`config.mk`:
```
export PLATFORM = sky130hd
export DESIGN_NAME = multi_stack_delete_by_value
export DESIGN_NICKNAME = d
export VERILOG_FILES = /design/src/hw/rtl/msdbv_pkg.sv /design/src/hw/rtl/msdbv_datapath.sv /design/src/hw/rtl/msdbv_ctrl.sv /design/src/hw/rtl/multi_stack_delete_by_value.sv
export VERILOG_INCLUDE_DIRS = /design/src /design/src/hw/rtl
export SDC_FILE = /design/constraint.sdc
export NUM_CORES = 2
export LEC_CHECK = 0
export BUFFER_PORTS_ARGS = -buffer_cell sky130_fd_sc_hd__buf_4
export CAP_MARGIN = 20
export CORE_ASPECT_RATIO = 1.75
export CORE_MARGIN = 2
export CORE_UTILIZATION = 40
export CTS_CLUSTER_DIAMETER = 40
export CTS_CLUSTER_SIZE = 12
export DETAILED_ROUTE_END_ITERATION = 12
export PLACE_DENSITY = 0.54
export SLEW_MARGIN = 0
export SYNTH_ARGS = -nofsm -noshare
export SYNTH_HDL_FRONTEND = slang
export SYNTH_SLANG_ARGS = --single-unit
export TNS_END_PERCENT = 100
```
`constraint.sdc`:
```
create_clock -name aclk -period 5 [get_ports aclk]
set_input_delay 0 -clock aclk [delete_from_list [all_inputs] [get_ports aclk]]
set_output_delay 0 -clock aclk [all_outputs]
set_load 0.01 [all_outputs]
```
`src/hw/rtl/multi_stack_delete_by_value_macros.svh`:
```
// Assertion helpers for the file that carries the concurrent checks.
// Each macro samples on aclk and is switched off while aresetn is low.
`ifndef MULTI_STACK_DELETE_BY_VALUE_MACROS_SVH
`define MULTI_STACK_DELETE_BY_VALUE_MACROS_SVH

// Same-cycle implication.
`define MSDBV_ASSERT_IMPL(label, ante, cons, msg) \
    label: assert property (@(posedge aclk) disable iff (!aresetn) (ante) |-> (cons)) \
        else $error(msg);

// Next-cycle implication.
`define MSDBV_ASSERT_NEXT(label, ante, cons, msg) \
    label: assert property (@(posedge aclk) disable iff (!aresetn) (ante) |=> (cons)) \
        else $error(msg);

`endif

```
`src/hw/rtl/msdbv_pkg.sv`:
```
package msdbv_pkg;

    // Bank geometry.
    localparam int NUM_STACKS  = 10;
    localparam int STACK_DEPTH = 16;
    localparam int VALUE_BITS  = 16;

    localparam int SIDX_W    = (NUM_STACKS > 1) ? $clog2(NUM_STACKS) : 1;
    localparam int IDX_W     = $clog2(STACK_DEPTH);
    localparam int DEPTH_W   = $clog2(STACK_DEPTH + 1);
    localparam int MEM_DEPTH = NUM_STACKS * STACK_DEPTH;
    localparam int ADDR_W    = $clog2(MEM_DEPTH);

    // Fixed field widths of the stream payloads.
    localparam int ACTION_W    = 2;
    localparam int STACK_IDX_W = 4;
    localparam int VALUE_W     = 16;
    localparam int STATUS_W    = 2;
    localparam int DEPTH_OUT_W = 5;
    localparam int S_TDATA_W   = 24;
    localparam int M_TDATA_W   = 8;

    typedef enum logic [ACTION_W-1:0] {
        ACT_PUSH   = 2'd0,
        ACT_REMOVE = 2'd1,
        ACT_CLEAR  = 2'd2
    } action_t;

    typedef enum logic [STATUS_W-1:0] {
        ST_DONE   = 2'd0,
        ST_FULL   = 2'd1,
        ST_ABSENT = 2'd2
    } status_t;

    typedef enum logic [2:0] {
        S_IDLE,
        S_EXEC,
        S_SCAN,
        S_SHIFT,
        S_RESP
    } state_t;

    // Commands from the controller to the datapath.
    typedef struct packed {
        logic load;
        logic exec;
        logic scan;
        logic shift;
        logic out_load;
    } ctrl_cmd_t;

    // Status from the datapath back to the controller.
    typedef struct packed {
        logic start_scan;
        logic hit;
        logic miss_end;
        logic shift_end;
        logic out_free;
    } dp_stat_t;

endpackage

```
`src/hw/rtl/msdbv_datapath.sv`:
```
module msdbv_datapath (
    input  logic                                        aclk,
    input  logic                                        aresetn,
    input  logic [msdbv_pkg::ACTION_W-1:0]              in_action,
    input  logic [msdbv_pkg::STACK_IDX_W-1:0]           in_stack_index,
    input  logic signed [msdbv_pkg::VALUE_W-1:0]        in_value,
    input  msdbv_pkg::ctrl_cmd_t                        cmd,
    output msdbv_pkg::dp_stat_t                         stat,
    output logic [msdbv_pkg::M_TDATA_W-1:0]             m_tdata,
    output logic                                        m_tvalid,
    input  logic                                        m_tready
);
    import msdbv_pkg::*;

    // Entry storage: one row of STACK_DEPTH words per stack, bottom at index 0.
    logic [VALUE_BITS-1:0] mem [MEM_DEPTH];

    // Operation registers.
    logic [ACTION_W-1:0]    act_reg;
    logic [STACK_IDX_W-1:0] stk_reg;
    logic [VALUE_BITS-1:0]  val_reg;
    logic signed [31:0]     val_ext;

    // Per-stack fill counts.
    logic [DEPTH_W-1:0] depth_reg [NUM_STACKS];
    logic               depth_wr_en;
    logic [DEPTH_W-1:0] depth_wr_val;

    // Walk control.
    logic [IDX_W-1:0]   scan_idx_reg, scan_idx_next;
    logic [DEPTH_W-1:0] ptr_reg, ptr_next;
    logic               more_reg, more_next;
    logic               rd_vld_reg, rd_vld_next;
    logic [IDX_W-1:0]   rd_idx_reg;
    logic [VALUE_BITS-1:0] rd_data_reg;

    // Memory ports.
    logic                  rd_en;
    logic [IDX_W-1:0]      rd_idx_issue;
    logic                  wr_en;
    logic [IDX_W-1:0]      wr_idx;
    logic [VALUE_BITS-1:0] wr_data;

    // Result and output registers.
    logic               res_set;
    status_t            res_status_new, res_status_reg;
    logic [DEPTH_W-1:0] res_depth_new, res_depth_reg;
    logic [M_TDATA_W-1:0] m_tdata_reg;
    logic               m_tvalid_reg, m_tvalid_next;

    logic               stk_ok;
    logic [SIDX_W-1:0]  sidx;
    logic [DEPTH_W-1:0] depth_cur;
    logic [DEPTH_W-1:0] hit_next_ptr;
    logic               hit;
    logic               miss_end;
    logic               shift_end;
    logic               start_scan;

    function automatic logic [ADDR_W-1:0] ent_addr(input logic [SIDX_W-1:0] s,
                                                   input logic [IDX_W-1:0]  i);
        return ADDR_W'(ADDR_W'(s) * ADDR_W'(STACK_DEPTH) + ADDR_W'(i));
    endfunction

    // Sign-extend the incoming id and keep the stored width.
    assign val_ext = 32'(in_value);

    always_ff @(posedge aclk) begin
        if (cmd.load) begin
            act_reg <= in_action;
            stk_reg <= in_stack_index;
            val_reg <= val_ext[VALUE_BITS-1:0];
        end
    end

    // Addressed stack and its current depth.
    assign stk_ok    = (32'(stk_reg) < NUM_STACKS);
    assign sidx      = SIDX_W'(stk_reg);
    assign depth_cur = stk_ok ? depth_reg[sidx] : '0;

    assign hit          = rd_vld_reg && (rd_data_reg == val_reg);
    assign miss_end     = rd_vld_reg && !hit && (rd_idx_reg == '0);
    assign shift_end    = !more_reg && !rd_vld_reg;
    assign start_scan   = stk_ok && (act_reg == ACT_REMOVE) && (depth_cur != '0);
    assign hit_next_ptr = DEPTH_W'(rd_idx_reg) + DEPTH_W'(1);

    // Step logic for execute, scan and shift.
    always_comb begin
        wr_en          = 1'b0;
        wr_idx         = '0;
        wr_data        = val_reg;
        rd_en          = 1'b0;
        rd_idx_issue   = '0;
        scan_idx_next  = scan_idx_reg;
        ptr_next       = ptr_reg;
        more_next      = more_reg;
        rd_vld_next    = 1'b0;
        res_set        = 1'b0;
        res_status_new = ST_DONE;
        res_depth_new  = '0;
        depth_wr_en    = 1'b0;
        depth_wr_val   = '0;

        if (cmd.exec) begin
            if (start_scan) begin
                scan_idx_next = IDX_W'(depth_cur - DEPTH_W'(1));
                more_next     = 1'b1;
            end else begin
                res_set = 1'b1;
                if (stk_ok) begin
                    case (act_reg)
                        ACT_PUSH: begin
                            if (depth_cur >= DEPTH_W'(STACK_DEPTH)) begin
                                res_status_new = ST_FULL;
                                res_depth_new  = depth_cur;
                            end else begin
                                wr_en         = 1'b1;
                                wr_idx        = IDX_W'(depth_cur);
                                depth_wr_en   = 1'b1;
                                depth_wr_val  = depth_cur + DEPTH_W'(1);
                                res_depth_new = depth_cur + DEPTH_W'(1);
                            end
                        end
                        ACT_REMOVE: begin
                            // Empty stack: nothing to find.
                            res_status_new = ST_ABSENT;
                            res_depth_new  = depth_cur;
                        end
                        ACT_CLEAR: begin
                            depth_wr_en = 1'b1;
                        end
                        default: begin
                            res_depth_new = depth_cur;
                        end
                    endcase
                end
            end
        end

        // Scan from the top down, one read issued per cycle.
        if (cmd.scan) begin
            if (more_reg) begin
                rd_en        = 1'b1;
                rd_idx_issue = scan_idx_reg;
                rd_vld_next  = 1'b1;
                if (scan_idx_reg == '0) begin
                    more_next = 1'b0;
                end else begin
                    scan_idx_next = scan_idx_reg - IDX_W'(1);
                end
            end
            if (hit) begin
                rd_vld_next = 1'b0;
                ptr_next    = hit_next_ptr;
                more_next   = (hit_next_ptr < depth_cur);
            end else if (miss_end) begin
                res_set        = 1'b1;
                res_status_new = ST_ABSENT;
                res_depth_new  = depth_cur;
            end
        end

        // Move every entry above the hit down by one place.
        if (cmd.shift) begin
            if (more_reg) begin
                rd_en        = 1'b1;
                rd_idx_issue = IDX_W'(ptr_reg);
                rd_vld_next  = 1'b1;
                ptr_next     = ptr_reg + DEPTH_W'(1);
                more_next    = ((ptr_reg + DEPTH_W'(1)) < depth_cur);
            end
            if (rd_vld_reg) begin
                wr_en   = 1'b1;
                wr_idx  = rd_idx_reg - IDX_W'(1);
                wr_data = rd_data_reg;
            end
            if (shift_end) begin
                depth_wr_en   = 1'b1;
                depth_wr_val  = depth_cur - DEPTH_W'(1);
                res_set       = 1'b1;
                res_depth_new = depth_cur - DEPTH_W'(1);
            end
        end
    end

    // Entry memory with a registered read port.
    always_ff @(posedge aclk) begin
        if (wr_en) begin
            mem[ent_addr(sidx, wr_idx)] <= wr_data;
        end
        if (rd_en) begin
            rd_data_reg <= mem[ent_addr(sidx, rd_idx_issue)];
            rd_idx_reg  <= rd_idx_issue;
        end
    end

    // Fill counts.
    always_ff @(posedge aclk) begin
        if (!aresetn) begin
            for (int i = 0; i < NUM_STACKS; i++) begin
                depth_reg[i] <= '0;
            end
        end else if (depth_wr_en) begin
            depth_reg[sidx] <= depth_wr_val;
        end
    end

    // Walk registers.
    always_ff @(posedge aclk) begin
        if (!aresetn) begin
            more_reg   <= 1'b0;
            rd_vld_reg <= 1'b0;
        end else begin
            more_reg   <= more_next;
            rd_vld_reg <= rd_vld_next;
        end
    end

    always_ff @(posedge aclk) begin
        scan_idx_reg <= scan_idx_next;
        ptr_reg      <= ptr_next;
    end

    // Result holding register.
    always_ff @(posedge aclk) begin
        if (res_set) begin
            res_status_reg <= res_status_new;
            res_depth_reg  <= res_depth_new;
        end
    end

    // Output register: a finished result waits here for its transfer.
    always_comb begin
        m_tvalid_next = m_tvalid_reg;
        if (cmd.out_load) begin
            m_tvalid_next = 1'b1;
        end else if (m_tready) begin
            m_tvalid_next = 1'b0;
        end
    end

    always_ff @(posedge aclk) begin
        if (!aresetn) begin
            m_tvalid_reg <= 1'b0;
        end else begin
            m_tvalid_reg <= m_tvalid_next;
        end
    end

    always_ff @(posedge aclk) begin
        if (cmd.out_load) begin
            m_tdata_reg <= M_TDATA_W'({DEPTH_OUT_W'(res_depth_reg), res_status_reg});
        end
    end

    assign m_tdata  = m_tdata_reg;
    assign m_tvalid = m_tvalid_reg;

    assign stat.start_scan = start_scan;
    assign stat.hit        = hit;
    assign stat.miss_end   = miss_end;
    assign stat.shift_end  = shift_end;
    assign stat.out_free   = !m_tvalid_reg || m_tready;

endmodule

```
`src/hw/rtl/msdbv_ctrl.sv`:
```
module msdbv_ctrl (
    input  logic                  aclk,
    input  logic                  aresetn,
    input  logic                  s_tvalid,
    output logic                  s_tready,
    input  msdbv_pkg::dp_stat_t   stat,
    output msdbv_pkg::ctrl_cmd_t  cmd
);
    import msdbv_pkg::*;

    state_t state_reg, state_next;

    // State register.
    always_ff @(posedge aclk) begin
        if (!aresetn) begin
            state_reg <= S_IDLE;
        end else begin
            state_reg <= state_next;
        end
    end

    // Next state and datapath commands.
    always_comb begin
        state_next = state_reg;
        cmd        = '0;
        s_tready   = 1'b0;
        case (state_reg)
            S_IDLE: begin
                s_tready = 1'b1;
                if (s_tvalid) begin
                    cmd.load   = 1'b1;
                    state_next = S_EXEC;
                end
            end
            S_EXEC: begin
                cmd.exec   = 1'b1;
                state_next = stat.start_scan ? S_SCAN : S_RESP;
            end
            S_SCAN: begin
                cmd.scan = 1'b1;
                if (stat.hit) begin
                    state_next = S_SHIFT;
                end else if (stat.miss_end) begin
                    state_next = S_RESP;
                end
            end
            S_SHIFT: begin
                cmd.shift = 1'b1;
                if (stat.shift_end) begin
                    state_next = S_RESP;
                end
            end
            S_RESP: begin
                if (stat.out_free) begin
                    cmd.out_load = 1'b1;
                    state_next   = S_IDLE;
                end
            end
            default: begin
                state_next = S_IDLE;
            end
        endcase
    end

endmodule

```
`src/hw/rtl/multi_stack_delete_by_value.sv`:
```
// Bank of NUM_STACKS bounded stacks of container ids, each up to STACK_DEPTH deep, held in
// one entry memory with a single read and a single write port. Each input transfer names
// an action (push, remove by value, clear), a stack and a value, and gives exactly one
// result transfer with a status and the stack's depth afterwards. Items are handled one at
// a time; the next item is taken as soon as the previous result sits in the output register.
// Push, clear and requests for a stack outside the bank go from execute straight to the result.
// A remove walks the memory one entry per cycle: it scans down from the top to the topmost
// match and then moves each entry above it down by one place; an absent value is scanned
// down to the bottom entry.
// The entry memory needs no clearing after reset.
`include "multi_stack_delete_by_value_macros.svh"

module multi_stack_delete_by_value (
    input  logic                                aclk,
    input  logic                                aresetn,
    input  logic                                s_tvalid,
    output logic                                s_tready,
    // s_tdata: stack_index [3:0], value [19:4], zero [23:20]
    input  logic [msdbv_pkg::S_TDATA_W-1:0]     s_tdata,
    // s_tuser: action [1:0]
    input  logic [msdbv_pkg::ACTION_W-1:0]      s_tuser,
    output logic                                m_tvalid,
    input  logic                                m_tready,
    // m_tdata: status [1:0], depth_after [6:2], zero [7]
    output logic [msdbv_pkg::M_TDATA_W-1:0]     m_tdata
);
    import msdbv_pkg::*;

    ctrl_cmd_t cmd;
    dp_stat_t  stat;

    logic [STACK_IDX_W-1:0]  in_stack_index;
    logic signed [VALUE_W-1:0] in_value;

    // Unpack the input payload.
    assign in_stack_index = s_tdata[STACK_IDX_W-1:0];
    assign in_value       = s_tdata[STACK_IDX_W+VALUE_W-1:STACK_IDX_W];

    msdbv_ctrl u_ctrl (
        .aclk     (aclk),
        .aresetn  (aresetn),
        .s_tvalid (s_tvalid),
        .s_tready (s_tready),
        .stat     (stat),
        .cmd      (cmd)
    );

    msdbv_datapath u_datapath (
        .aclk           (aclk),
        .aresetn        (aresetn),
        .in_action      (s_tuser),
        .in_stack_index (in_stack_index),
        .in_value       (in_value),
        .cmd            (cmd),
        .stat           (stat),
        .m_tdata        (m_tdata),
        .m_tvalid       (m_tvalid),
        .m_tready       (m_tready)
    );

    // Only one item is in work at a time.
    `MSDBV_ASSERT_NEXT(a_one_item, s_tvalid && s_tready, !s_tready, "second item taken")
    // A result is loaded only when the output register is free.
    `MSDBV_ASSERT_IMPL(a_out_slot, cmd.out_load, !m_tvalid || m_tready, "result overwritten")
    // The controller issues at most one command per cycle.
    `MSDBV_ASSERT_IMPL(a_cmd_single, 1'b1, $onehot0(cmd), "overlapping commands")
    // A scan hit is followed by the shift phase.
    `MSDBV_ASSERT_NEXT(a_hit_shift, cmd.scan && stat.hit, cmd.shift, "hit not followed by shift")

endmodule

```
==> flow_summary.toml <==
[setup_path]
cp_max_fo = 20
worstPathArrival_ns = 5.34
path_class = "flip-flop to flip-flop"
crit_slowest_cell = "dfxtp_1"
cp_cell_sequence = "mux2_2, nand2_2, inv_2, buf_12, nor3_1, buf_4, a31oi_1, nand4_1, nor2_1, buf_4, o311ai_0"
critPathRequiredTime_ns = 5.59
slowest_delay_ns = 0.73
end_kind = "flip-flop"
path_common_cell = "buf_4"
critPathLaunchType = "flip-flop"

[floorplan]
start_util_pct = 40.2
io_pins = 40
die_y_um = 691
dieArea_um2 = 274000
core-area_um2 = 269000
num_rows = 252
dieWidth_um = 397

[global_route]
track_usage_pct = 26.1
use_met3_pct = 3.28
grt_pass1_wl_um = 510000
grt_max_degree = 127
antenna_found_initial = 19
busiest_layer = "met2"
first_global_vias = 67900
grtUsageMet1_pct = 29.5
grt_overflow = 0
grt_use_met2_pct = 45.1

[logic_synthesis]
synth_area_um2 = 108000
async_flop_share_pct = 0
synth-seq-area-share_pct = 75.4
ys_types = 90
ys_ff_latch = 2715
synth-edff-count = 2696
synthesis.nets = 7773
avgSynthCellArea_um2 = 14.0
synthFlopType = "edfxtp_1"
syn_inst = 7726
ys_warn_count = 0

[clock_network]
cts_buffers = 276
htree_num_levels = 5
clkTransAtPathRegs_ns = 0.06
postCtsSetupBuffers = 0
cts_resized = 0
clk_latency_ns = 0.87
clock_path_buffers = 4
clkSinkCount = 2715
cts_tree = "done"
root_buffer = "clkbuf_16"
postCtsHoldBufs = 47

[pwr]
pwr-share-seq_pct = 52.8
pwr-share-comb_pct = 8.7
p_sw_share_pct = 24.1
internal_power_w = 0.0366
netSwitchingPower_w = 0.0116
p_leak_nw = 41.4
pwr_density_cell_nw_per_um2 = 389
ir_worst_vdd_mv = 0.279
clkPwrFrac_pct = 38.4

[placement]
numPortBuffers = 34
globalplace.congestion = 0.891
pre_cts_slack_ns = 0.421
dp_hpwl_um = 230000

[layout]
multi_input_area_um2 = 24700
regArea_um2 = 81300
fill_cells = 23600
nNetsFinal = 8175
final_common_cell = "edfxtp_1"
largest_reg_flops = 2560
drive_gt1_share_pct = 12.9
syn_to_final_growth_pct = 14.8
utilization_pct = 46.1
final_cell_mix = "edfxtp_1 (2696), nand2_1 (2018), nand3_1 (643)"

[hold_path]
hold_class = "input port to flip-flop"

[routing]
drtIter0Drc = 7500
wl_per_cell_um = 31.0
post_drt_via_cell_ratio = 5.87
dr_total_vias = 69000
drt-total-wl_um = 365000
drtAntennaViolNets = 0
drc = 0
drtPass1Iterations = 6

[timing]
worstMarginPinSlew_ns = 1.29
rsz0062_at_grt = "false"
drv_slew = 0
finalSetupViolCount = 0
max_clock_freq_ghz = 0.211
fin_crit_ns = 4.75
finalHoldViolations = 0
post-route-period-util_pct = 94.9
maxSlewHeadroom_pct = 13.8
setup_ws_ns = 0.253
fin_skew_ns = 0.0548
fin_tns_setup_ns = 0

[outcome]
outcome = "finished, final reports clean"

[job]
cap_violations = 0
[synthesized netlist by cell type (7+ instances only)]
cell,count,share of area [%]
nor2b_1,7,0.041
mux4_2,66,1.4
nor2_1,297,1.0
xor2_1,18,0.15
a32o_1,9,0.083
buf_1,55,0.19
and3_1,140,0.81
o221ai_1,9,0.073
nand2b_1,9,0.052
mux2_2,53,0.55
buf_2,212,0.98
buf_4,37,0.26
a211oi_1,41,0.29
dfxtp_1,19,0.35
o22ai_1,36,0.21
edfxtp_1,2696,75
a311oi_1,48,0.39
o21ai_0,97,0.45
a22oi_1,14,0.097
xnor2_1,8,0.065
a2111oi_0,8,0.065
nand3_1,646,3.0
a32oi_1,54,0.44
inv_1,16,0.056
o2111ai_1,22,0.18
a21oi_1,117,0.54
nand2_1,2021,7.0
ha_1,17,0.20
nor3_2,11,0.10
a21o_1,8,0.056
nor4_1,17,0.099
nor3_1,59,0.27
mux2i_1,137,1.3
a31oi_1,243,1.4
o211ai_1,24,0.17
clkbuf_1,171,0.59
a221oi_1,34,0.28
nand4_1,127,0.74
[metal layers]
metal | share of wire (%) | vias up | routed length [µm]
met3 | 6.3 | 800 | 23100
met4 | 8.7 | 4 | 31800
met5 | 0.0069 | - | 25
met2 | 50 | 3073 | 183000
met1 | 35 | 35500 | 127000
li1 | - | 29600 | -
[cell type report]
| cell class | instances | share of cell area, % |
|---|---|---|
| diodes | 21 | 0.0424 |
| clock buffers | 299 | 5.77 |
| clock inverters | 29 | 0.222 |
| inverters | 23 | 0.0899 |
| multi-input cells | 4507 | 20.0 |
| flip-flops and latches | 2715 | 65.7 |
| well taps | 3556 | 3.59 |
| repair buffers | 605 | 4.66 |
[power by group through the flow]
stage / clock network, W / registers (W) / logic, W
2_1_floorplan: 0 / 0.0259 / 0.00205
3_3_place_gp: 0 / 0.0259 / 0.00408
3_5_place_dp: 0 / 0.0260 / 0.00415
4_1_cts: 0.0188 / 0.0255 / 0.00418
5_1_grt: 0.0195 / 0.0255 / 0.00439
6_report: 0.0185 / 0.0255 / 0.00421
[critical path: cells and delay by family (launching register included)]
kind,cells,cell delay [ns]
flops,1,0.73
compound gates,2,0.69
mux,1,0.53
buf+inv,4,1.22
simple gates,4,1.26
[cell families after synthesis]
family                   synth area share, %
AND/OR/NAND/NOR                         13.4
flip-flops                              75.4
AO/OA/AOI/OAI                           5.29
buffers and inverters                   2.17
multiplexers                            3.33
XOR/XNOR                               0.211
adder cells (fa/ha/maj)                0.197
other                                0.00347
[worst paths after layout]
check / start / end / slack [ns] / cells past startpoint
max reg2reg: u_ctrl.state_reg[0] / u_datapath.rd_data_reg[7] / 0.25 / 11
min reg2reg: u_datapath.res_status_reg[1] / u_datapath.m_tdata[1] / 0.43 / 0
min: aresetn / u_datapath.rd_vld_reg / 0.1 / 3
max: u_ctrl.state_reg[0] / u_datapath.rd_data_reg[7] / 0.25 / 11
[through the flow]
step / area, µm² / instances / hold slack, ns / total power [W]
after floorplan: 108000 / 7726 / 0.0989 / 0.0280
after global placement: 116000 / 11400 / 0.181 / 0.0300
after detailed placement: 116000 / 11400 / 0.179 / 0.0301
after CTS: 124000 / 11700 / 0.0325 / 0.0484
after global routing: 124000 / 11800 / 0.0849 / 0.0494
final: 124000 / 11800 / 0.0954 / 0.0482
Power figures use the tool's default switching activity.
